## config.mk

```make
export PLATFORM = sky130hd
export DESIGN_NAME = sorted_memory_region_table
export DESIGN_NICKNAME = d
export VERILOG_FILES = /design/src/rtl/smrt_pkg.sv /design/src/rtl/smrt_front.sv /design/src/rtl/smrt_queue.sv /design/src/rtl/smrt_back.sv /design/src/rtl/sorted_memory_region_table.sv
export SDC_FILE = /design/constraint.sdc
export NUM_CORES = 2
export LEC_CHECK = 0
export BUFFER_PORTS_ARGS = -buffer_cell sky130_fd_sc_hd__buf_4
export CORE_MARGIN = 4
export CORE_UTILIZATION = 35
export DETAILED_ROUTE_END_ITERATION = 8
export MAX_ROUTING_LAYER = met4
export PLACE_DENSITY = 0.51
export SLEW_MARGIN = 25
export SYNTH_ARGS = -nofsm -noshare
export SYNTH_HDL_FRONTEND = slang
export SYNTH_SLANG_ARGS = --single-unit
```

## constraint.sdc

```tcl
create_clock -name aclk -period 17.9 [get_ports aclk]
set_input_delay 0.895 -clock aclk [delete_from_list [all_inputs] [get_ports aclk]]
set_output_delay 0.895 -clock aclk [all_outputs]
set_load 0.05 [all_outputs]
```

## src/rtl/smrt_pkg.sv

```systemverilog
// Shared constants, codes and types for the sorted memory region table.
package smrt_pkg;

    localparam int MAX_REGIONS = 16;
    localparam int IDX_W = (MAX_REGIONS > 1) ? $clog2(MAX_REGIONS) : 1;
    localparam int CNT_W = $clog2(MAX_REGIONS + 1);

    localparam logic [63:0] LOW_MEMORY_LIMIT = 64'h0000_0000_0010_0000;
    localparam logic [31:0] USABLE_TYPE = 32'd1;

    localparam logic [1:0] OP_MAP_ENTRY = 2'd0;
    localparam logic [1:0] OP_RAW_INSERT = 2'd1;
    localparam logic [1:0] OP_FIND = 2'd2;
    localparam logic [1:0] OP_READ = 2'd3;

    localparam logic [2:0] ST_OK = 3'd0;
    localparam logic [2:0] ST_SKIPPED = 3'd1;
    localparam logic [2:0] ST_FULL = 3'd2;
    localparam logic [2:0] ST_NOT_FOUND = 3'd3;
    localparam logic [2:0] ST_BAD_INDEX = 3'd4;

    localparam logic [1:0] KIND_SKIP = 2'd0;
    localparam logic [1:0] KIND_INSERT = 2'd1;
    localparam logic [1:0] KIND_FIND = 2'd2;
    localparam logic [1:0] KIND_READ = 2'd3;

    typedef struct packed {
        logic [1:0]  kind;
        logic [63:0] addr;
        logic [63:0] len;
        logic [3:0]  idx;
    } cmd_t;

endpackage

```

## src/rtl/smrt_front.sv

```systemverilog
// Front end: accepts input beats, filters and normalises map entries, builds commands.
module smrt_front (
    input  logic               s_valid,
    output logic               s_ready,
    input  logic [1:0]         s_opcode,
    input  logic [31:0]        s_entry_type,
    input  logic [63:0]        s_base_address,
    input  logic [63:0]        s_region_size,
    input  logic [63:0]        s_lookup_address,
    input  logic [3:0]         s_entry_index,
    input  logic               q_full,
    output logic               q_push,
    output smrt_pkg::cmd_t     q_cmd
);
    import smrt_pkg::*;

    logic [64:0] map_end;
    logic        map_carry;
    logic        map_skip;

    assign s_ready = !q_full;
    assign q_push = s_valid && !q_full;

    assign map_end = {1'b0, s_base_address} + {1'b0, s_region_size};
    assign map_carry = map_end[64];
    assign map_skip = (s_entry_type != USABLE_TYPE) ||
                      (!map_carry && (map_end[63:0] <= LOW_MEMORY_LIMIT));

    always_comb begin
        q_cmd.kind = KIND_INSERT;
        q_cmd.addr = s_base_address;
        q_cmd.len = s_region_size;
        q_cmd.idx = s_entry_index;
        case (s_opcode)
            OP_MAP_ENTRY: begin
                if (map_skip) begin
                    q_cmd.kind = KIND_SKIP;
                end else if (s_base_address <= LOW_MEMORY_LIMIT) begin
                    q_cmd.addr = 64'd0;
                    q_cmd.len = map_carry ? {64{1'b1}} : map_end[63:0];
                end
            end
            OP_RAW_INSERT: begin
                q_cmd.kind = KIND_INSERT;
            end
            OP_FIND: begin
                q_cmd.kind = KIND_FIND;
                q_cmd.addr = s_lookup_address;
            end
            OP_READ: begin
                q_cmd.kind = KIND_READ;
            end
            default: begin
                q_cmd.kind = KIND_SKIP;
            end
        endcase
    end

endmodule

```

## src/rtl/smrt_queue.sv

```systemverilog
// Two-entry command queue between the front end and the table engine.
module smrt_queue (
    input  logic               aclk,
    input  logic               aresetn,
    input  logic               push,
    input  smrt_pkg::cmd_t     push_cmd,
    output logic               full,
    input  logic               pop,
    output logic               head_valid,
    output smrt_pkg::cmd_t     head_cmd
);
    import smrt_pkg::*;

    cmd_t       slot_reg [2];
    logic       wr_ptr_reg;
    logic       wr_ptr_next;
    logic       rd_ptr_reg;
    logic       rd_ptr_next;
    logic [1:0] fill_reg;
    logic [1:0] fill_next;
    logic       do_push;
    logic       do_pop;

    assign full = (fill_reg == 2'd2);
    assign head_valid = (fill_reg != 2'd0);
    assign head_cmd = slot_reg[rd_ptr_reg];
    assign do_push = push && !full;
    assign do_pop = pop && head_valid;

    always_comb begin
        wr_ptr_next = do_push ? !wr_ptr_reg : wr_ptr_reg;
        rd_ptr_next = do_pop ? !rd_ptr_reg : rd_ptr_reg;
        fill_next = fill_reg;
        if (do_push && !do_pop) begin
            fill_next = fill_reg + 2'd1;
        end else if (do_pop && !do_push) begin
            fill_next = fill_reg - 2'd1;
        end
    end

    always_ff @(posedge aclk) begin
        if (!aresetn) begin
            wr_ptr_reg <= 1'b0;
            rd_ptr_reg <= 1'b0;
            fill_reg <= 2'd0;
        end else begin
            wr_ptr_reg <= wr_ptr_next;
            rd_ptr_reg <= rd_ptr_next;
            fill_reg <= fill_next;
        end
    end

    always_ff @(posedge aclk) begin
        if (do_push) begin
            slot_reg[wr_ptr_reg] <= push_cmd;
        end
    end

endmodule

```

## src/rtl/smrt_back.sv

```systemverilog
// Table engine: region memory, insertion shift, address scan, index read and result register.
module smrt_back (
    input  logic               aclk,
    input  logic               aresetn,
    input  logic               q_valid,
    input  smrt_pkg::cmd_t     q_cmd,
    output logic               q_pop,
    output logic               m_valid,
    input  logic               m_ready,
    output logic [2:0]         m_status,
    output logic [3:0]         m_found_index,
    output logic [63:0]        m_found_start,
    output logic [63:0]        m_found_length,
    output logic               m_has_next,
    output logic [4:0]         m_region_total
);
    import smrt_pkg::*;

    localparam logic [2:0] S_IDLE = 3'd0;
    localparam logic [2:0] S_INS = 3'd1;
    localparam logic [2:0] S_PUT = 3'd2;
    localparam logic [2:0] S_FIND = 3'd3;
    localparam logic [2:0] S_READ = 3'd4;

    logic [63:0] start_mem [MAX_REGIONS];
    logic [63:0] len_mem [MAX_REGIONS];

    logic [2:0]       state_reg;
    logic [2:0]       state_next;
    cmd_t             cmd_reg;
    cmd_t             cmd_next;
    logic [IDX_W-1:0] k_reg;
    logic [IDX_W-1:0] k_next;
    logic [CNT_W-1:0] count_reg;
    logic [CNT_W-1:0] count_next;
    logic [63:0]      rd_start_reg;
    logic [63:0]      rd_len_reg;

    logic             out_valid_reg;
    logic             out_valid_next;
    logic [2:0]       status_reg;
    logic [3:0]       index_reg;
    logic [63:0]      start_reg;
    logic [63:0]      length_reg;
    logic             has_next_reg;
    logic [4:0]       total_reg;

    logic             out_free;
    logic [IDX_W-1:0] rd_addr;
    logic             wr_en;
    logic [IDX_W-1:0] wr_addr;
    logic [63:0]      wr_start;
    logic [63:0]      wr_len;

    logic             res_load;
    logic [2:0]       res_status;
    logic [IDX_W-1:0] res_index;
    logic [63:0]      res_start;
    logic [63:0]      res_length;
    logic             res_has_next;
    logic [CNT_W-1:0] res_total;

    logic [CNT_W-1:0] k_wide;
    logic [CNT_W-1:0] k_plus_one;
    logic [CNT_W-1:0] count_minus_one;
    logic [63:0]      addr_offset;
    logic             hit;

    assign out_free = !out_valid_reg || m_ready;
    assign k_wide = CNT_W'(k_reg);
    assign k_plus_one = k_wide + CNT_W'(1);
    assign count_minus_one = count_reg - CNT_W'(1);
    assign addr_offset = cmd_reg.addr - rd_start_reg;
    assign hit = (cmd_reg.addr >= rd_start_reg) && (addr_offset < rd_len_reg);

    always_comb begin
        state_next = state_reg;
        cmd_next = cmd_reg;
        k_next = k_reg;
        count_next = count_reg;
        q_pop = 1'b0;
        rd_addr = k_reg;
        wr_en = 1'b0;
        wr_addr = k_reg;
        wr_start = cmd_reg.addr;
        wr_len = cmd_reg.len;
        res_load = 1'b0;
        res_status = ST_OK;
        res_index = '0;
        res_start = 64'd0;
        res_length = 64'd0;
        res_has_next = 1'b0;
        res_total = count_reg;
        case (state_reg)
            S_IDLE: begin
                if (q_valid && out_free) begin
                    q_pop = 1'b1;
                    cmd_next = q_cmd;
                    case (q_cmd.kind)
                        KIND_SKIP: begin
                            res_load = 1'b1;
                            res_status = ST_SKIPPED;
                        end
                        KIND_INSERT: begin
                            if (count_reg == CNT_W'(MAX_REGIONS)) begin
                                res_load = 1'b1;
                                res_status = ST_FULL;
                            end else if (count_reg == '0) begin
                                wr_en = 1'b1;
                                wr_addr = '0;
                                wr_start = q_cmd.addr;
                                wr_len = q_cmd.len;
                                count_next = CNT_W'(1);
                                res_load = 1'b1;
                                res_start = q_cmd.addr;
                                res_length = q_cmd.len;
                                res_total = CNT_W'(1);
                            end else begin
                                k_next = count_minus_one[IDX_W-1:0];
                                rd_addr = count_minus_one[IDX_W-1:0];
                                state_next = S_INS;
                            end
                        end
                        KIND_FIND: begin
                            if (count_reg == '0) begin
                                res_load = 1'b1;
                                res_status = ST_NOT_FOUND;
                            end else begin
                                k_next = '0;
                                rd_addr = '0;
                                state_next = S_FIND;
                            end
                        end
                        KIND_READ: begin
                            if (CNT_W'(q_cmd.idx) >= count_reg) begin
                                res_load = 1'b1;
                                res_status = ST_BAD_INDEX;
                            end else begin
                                k_next = IDX_W'(q_cmd.idx);
                                rd_addr = IDX_W'(q_cmd.idx);
                                state_next = S_READ;
                            end
                        end
                        default: begin
                            res_load = 1'b1;
                            res_status = ST_SKIPPED;
                        end
                    endcase
                end
            end
            S_INS: begin
                wr_en = 1'b1;
                wr_addr = k_plus_one[IDX_W-1:0];
                if (rd_start_reg > cmd_reg.addr) begin
                    wr_start = rd_start_reg;
                    wr_len = rd_len_reg;
                    if (k_reg == '0) begin
                        state_next = S_PUT;
                    end else begin
                        k_next = k_reg - IDX_W'(1);
                        rd_addr = k_reg - IDX_W'(1);
                    end
                end else begin
                    count_next = count_reg + CNT_W'(1);
                    res_load = 1'b1;
                    res_index = k_plus_one[IDX_W-1:0];
                    res_start = cmd_reg.addr;
                    res_length = cmd_reg.len;
                    res_has_next = (k_plus_one < count_reg);
                    res_total = count_reg + CNT_W'(1);
                    state_next = S_IDLE;
                end
            end
            S_PUT: begin
                wr_en = 1'b1;
                wr_addr = '0;
                count_next = count_reg + CNT_W'(1);
                res_load = 1'b1;
                res_start = cmd_reg.addr;
                res_length = cmd_reg.len;
                res_has_next = (count_reg != '0);
                res_total = count_reg + CNT_W'(1);
                state_next = S_IDLE;
            end
            S_FIND: begin
                if (hit) begin
                    res_load = 1'b1;
                    res_index = k_reg;
                    res_start = rd_start_reg;
                    res_length = rd_len_reg;
                    res_has_next = (k_plus_one < count_reg);
                    state_next = S_IDLE;
                end else if (k_plus_one == count_reg) begin
                    res_load = 1'b1;
                    res_status = ST_NOT_FOUND;
                    state_next = S_IDLE;
                end else begin
                    k_next = k_plus_one[IDX_W-1:0];
                    rd_addr = k_plus_one[IDX_W-1:0];
                end
            end
            S_READ: begin
                res_load = 1'b1;
                res_index = k_reg;
                res_start = rd_start_reg;
                res_length = rd_len_reg;
                res_has_next = (k_plus_one < count_reg);
                state_next = S_IDLE;
            end
            default: begin
                state_next = S_IDLE;
            end
        endcase
    end

    always_comb begin
        out_valid_next = out_valid_reg;
        if (res_load) begin
            out_valid_next = 1'b1;
        end else if (m_ready) begin
            out_valid_next = 1'b0;
        end
    end

    always_ff @(posedge aclk) begin
        if (!aresetn) begin
            state_reg <= S_IDLE;
            count_reg <= '0;
            out_valid_reg <= 1'b0;
        end else begin
            state_reg <= state_next;
            count_reg <= count_next;
            out_valid_reg <= out_valid_next;
        end
    end

    always_ff @(posedge aclk) begin
        cmd_reg <= cmd_next;
        k_reg <= k_next;
        if (res_load) begin
            status_reg <= res_status;
            index_reg <= 4'(res_index);
            start_reg <= res_start;
            length_reg <= res_length;
            has_next_reg <= res_has_next;
            total_reg <= 5'(res_total);
        end
    end

    always_ff @(posedge aclk) begin
        if (wr_en) begin
            start_mem[wr_addr] <= wr_start;
            len_mem[wr_addr] <= wr_len;
        end
        rd_start_reg <= start_mem[rd_addr];
        rd_len_reg <= len_mem[rd_addr];
    end

    assign m_valid = out_valid_reg;
    assign m_status = status_reg;
    assign m_found_index = index_reg;
    assign m_found_start = start_reg;
    assign m_found_length = length_reg;
    assign m_has_next = has_next_reg;
    assign m_region_total = total_reg;

endmodule

```

## src/rtl/sorted_memory_region_table.sv

```systemverilog
// Top level of the sorted memory region table: front end, command queue and table engine.
//
// Holds up to 16 memory regions sorted by start address in a region memory with one
// write port and registered reads. Beats are filtered by the front end and wait in a
// two-entry queue, so input is taken while the engine works, until the queue is full.
// A skipped map entry, a full-table insert, an insert into an empty table, an
// out-of-range read or a lookup in an empty table is answered straight from idle; a
// read by index first reads the region memory; an insert into a filled table runs the
// one-entry-per-cycle shift walk from the top down to the insertion slot; a lookup
// runs the one-entry-per-cycle scan from index 0 up. The memory needs no clearing pass.
module sorted_memory_region_table (
    input  logic        aclk,
    input  logic        aresetn,
    input  logic        s_valid,
    output logic        s_ready,
    input  logic [1:0]  s_opcode,
    input  logic [31:0] s_entry_type,
    input  logic [63:0] s_base_address,
    input  logic [63:0] s_region_size,
    input  logic [63:0] s_lookup_address,
    input  logic [3:0]  s_entry_index,
    output logic        m_valid,
    input  logic        m_ready,
    output logic [2:0]  m_status,
    output logic [3:0]  m_found_index,
    output logic [63:0] m_found_start,
    output logic [63:0] m_found_length,
    output logic        m_has_next,
    output logic [4:0]  m_region_total
);
    import smrt_pkg::*;

    logic q_full;
    logic q_push;
    cmd_t q_push_cmd;
    logic q_pop;
    logic q_valid;
    cmd_t q_head_cmd;

    smrt_front u_front (
        .s_valid          (s_valid),
        .s_ready          (s_ready),
        .s_opcode         (s_opcode),
        .s_entry_type     (s_entry_type),
        .s_base_address   (s_base_address),
        .s_region_size    (s_region_size),
        .s_lookup_address (s_lookup_address),
        .s_entry_index    (s_entry_index),
        .q_full           (q_full),
        .q_push           (q_push),
        .q_cmd            (q_push_cmd)
    );

    smrt_queue u_queue (
        .aclk       (aclk),
        .aresetn    (aresetn),
        .push       (q_push),
        .push_cmd   (q_push_cmd),
        .full       (q_full),
        .pop        (q_pop),
        .head_valid (q_valid),
        .head_cmd   (q_head_cmd)
    );

    smrt_back u_back (
        .aclk           (aclk),
        .aresetn        (aresetn),
        .q_valid        (q_valid),
        .q_cmd          (q_head_cmd),
        .q_pop          (q_pop),
        .m_valid        (m_valid),
        .m_ready        (m_ready),
        .m_status       (m_status),
        .m_found_index  (m_found_index),
        .m_found_start  (m_found_start),
        .m_found_length (m_found_length),
        .m_has_next     (m_has_next),
        .m_region_total (m_region_total)
    );

endmodule

```

==> results.yml <==
status:
  status: "finished, final reports clean"
critical_path:
  end_kind: "flop"
  worstSetupStartpointType: "flop"
  crit_slowest_cell: "buf_4"
  required_ps: 18690
  path_common_cell: "buf_4"
  slowest_delay_ps: 790
  crit_type: "flop to flop"
  worst-path-max-fanout: 59
  crit_arrival_ps: 11920
power_and_ir_drop:
  power_mw: 29.4
  power_frac_seq_pct: 34.3
  internal-power_mw: 17.2
  switching_share_pct: 41.5
  p_per_area_mw_per_mm2: 219
  p_leak_nw: 47.5
  switchingPower_mw: 12.2
  pwr-share-comb_pct: 44.4
  ir_drop_uv: 280
  clkPwrFrac_pct: 21.3
synthesis:
  yosysTopAreaCellShare_pct: 67.0
  ys_seq_area_share_pct: 69.5
  synth-seq-cells: 2731
  synth_edf_count: 2585
  synthFlopType: "edfxtp_1"
  synth_area_leader_cell: "edfxtp_1"
  synth_nets: 8159
  yosys_warnings: 0
  synthTopCellsByArea: "edfxtp_1 (67%), mux2_2 (5.0%), nand2_1 (2.6%)"
  synthTopCellsByCount: "edfxtp_1 (2585), nand2_1 (816), mux2_2 (515)"
  mappedNetlistArea_sq_mm: 0.116
  synth-async-reset-ratio_pct: 0
  avgSynthCellArea_sq_um: 15.0
  synth_cells: 7712
  yosysMostFrequentCell: "edfxtp_1"
  ys_types: 88
floorplan:
  die_h_um: 583
  ios: 377
  floorplan.initialDensity_pct: 35.3
  fp.dieArea_sq_mm: 0.340
  fp.coreArea_sq_mm: 0.328
  fp.dieW_um: 583
  rows: 210
place:
  dp_cells: 12109
  routabilityCongestion: 0.931
  hpwl_um: 264000
  post-place-ws_ps: 7020
  portBuffers: 376
global_routing:
  grt_first_pass_wirelength_um: 591000
  antenna_found_initial: 34
  grt_usage_pct: 25.2
  grt_overflow: 0
  grt_pass1_vias: 72300
  grt_max_degree: 152
run:
  drv_cap: 0
route:
  drc_errors: 0
  vias: 75060
  antenna_left: 0
  wl_per_cell_um: 34.0
  drt-total-wl_um: 432000
  first_pass_iters: 6
  via_per_inst: 5.91
  drt-initial-drc-count: 8916
clocking:
  cts_tree: "yes"
  clock_sinks: 2731
  path_clk_slew_ps: 60
  cts_buffers: 307
  cts_setup_buffers: 0
  clk_path_buf_depth: 4
  cts_hold_buf: 0
  ctsResizeCount: 0
  clock_latency_ps: 930
  cts_root_buf: "clkbuf_16"
  h-tree-depth: 5
timing:
  timing.fmax_mhz: 89.8
  worstMarginPinSlew_ps: 1110
  drv_slew: 0
  max_slew_margin_pct: 25.5
  layout_setup_ws_ps: 6770
  setup_tns_ps: 0
  period_needed_ps: 11130
  min_period_over_period_pct: 62.2
  hold_violations: 0
  rsz0062_at_grt: "false"
  fin_skew_ps: 62.7
  finalSetupViolations: 0
cells_and_area:
  nets: 8519
  utilization_pct: 40.8
  final_cells: 12690
  drive_gt1_share_pct: 20.1
  syn2layout_area_growth_pct: 15.7
hold_path:
  hp-class: "primary input to flop"
worst paths after layout:
path | depth (start not counted) | start | end | slack (ps)
max reg2reg | 34 | u_back.cmd_reg[68]$_DFFE_PP_ | u_back.rd_start_reg[3]$_DFF_P_ | 6770
min | 1 | s_entry_index[0] | u_queue.slot_reg[0][0]$_DFFE_PP_ | 160
min reg2reg | 2 | u_queue.fill_reg[1]$_SDFFE_PN0P_ | u_queue.fill_reg[1]$_SDFFE_PN0P_ | 520
max | 34 | u_back.cmd_reg[68]$_DFFE_PP_ | u_back.rd_start_reg[3]$_DFF_P_ | 6770
logic make-up (layout without fill, tap and decap cells):
| family | count (synthesis) | in the layout | synth area share [%] |
|---|---|---|---|
| DFF | 2731 | 2731 | 69.5 |
| AOI/OAI and AO/OA | 1646 | 1646 | 11.4 |
| and+or+nand+nor | 1564 | 1564 | 6.37 |
| muxes | 776 | 776 | 7.26 |
| buffers and inverters | 676 | 1293 | 2.36 |
| adders and majority gates | 213 | 213 | 2.31 |
| xor gates and xnor gates | 106 | 106 | 0.801 |
| other | 0 | 15 | 0 |
power by group through the flow:
stage	clock network (mW)	logic [mW]	registers, mW
after CTS	6.36	13.0	10.1
after global routing	6.63	13.8	10.2
after detailed placement	0	13.0	10.2
after global placement	0	12.8	10.2
after floorplan	0	7.63	10.7
final	6.26	13.1	10.1
worst max-delay path, delay by kind of cell (launching register included):
kind | cells | cell delay [ps]
AO/OA/AOI/OAI | 14 | 4730
buffers and inverters | 7 | 3000
adder cells (fa/ha/maj) | 3 | 740
multiplexers | 1 | 410
flip-flops | 1 | 370
AND/OR/NAND/NOR | 8 | 1410
XOR/XNOR | 1 | 120
layout make-up:
cell class | count | area [sq um]
fillers | 30031 | 194000
flip-flops and latches | 2731 | 80600
multi-input cells | 4305 | 32900
clock buffers | 441 | 8550
well taps | 4346 | 5440
repair buffers | 520 | 4270
clock inverters | 125 | 1430
inverters | 207 | 792
diodes | 15 | 37.5
metrics by stage:
stage               hold WS [ps]  area, sq um
global placement             499       124000
CTS                         87.4       134000
global route                 123       134000
floorplan                    478       116000
detailed placement           502       124000
finish                       163       134000
layer usage:
| layer | routed length (um) | part of all wire [%] | vias up | track usage, % |
|---|---|---|---|---|
| met4 | 18400 | 4.3 | 0 | 9.25 |
| li1 | - | - | 31566 | - |
| met1 | 186000 | 43 | 39309 | 34.4 |
| met3 | 30300 | 7.0 | 634 | 3.37 |
| met2 | 197000 | 46 | 3551 | 38.5 |
| met5 | 0 | 0 | - | - |
cells in the final DEF, fill, tap and decap left out, drive strengths merged, types with 12 or more instances in the layout:
cell type | synthesis | final
edfxtp | 2585 | 2585
nand2 | 816 | 816
buf | 129 | 520
mux2 | 515 | 515
clkbuf | 340 | 441
a221o | 262 | 262
a32o | 262 | 262
mux2i | 261 | 261
inv | 206 | 217
ha | 211 | 211
a21oi | 193 | 193
nor4 | 173 | 173
and3 | 158 | 158
dfxtp | 146 | 146
o21ai | 146 | 146
nor2 | 139 | 139
a221oi | 136 | 136
o22ai | 133 | 133
a31o | 131 | 131
a21o | 92 | 92
clkinv | 1 | 87
xnor2 | 69 | 69
o22a | 59 | 59
nand4 | 57 | 57
nand3 | 49 | 49
o21a | 41 | 41
nor3 | 38 | 38
xor2 | 37 | 37
o21bai | 36 | 36
and2 | 35 | 35
a31oi | 24 | 24
or3 | 22 | 22
nand2b | 21 | 21
a211oi | 19 | 19
bufinv | 0 | 18
o211ai | 16 | 16
diode | 0 | 15
nor2b | 15 | 15
and4 | 13 | 13
o31ai | 12 | 12
(Power assumes the default switching activity.)
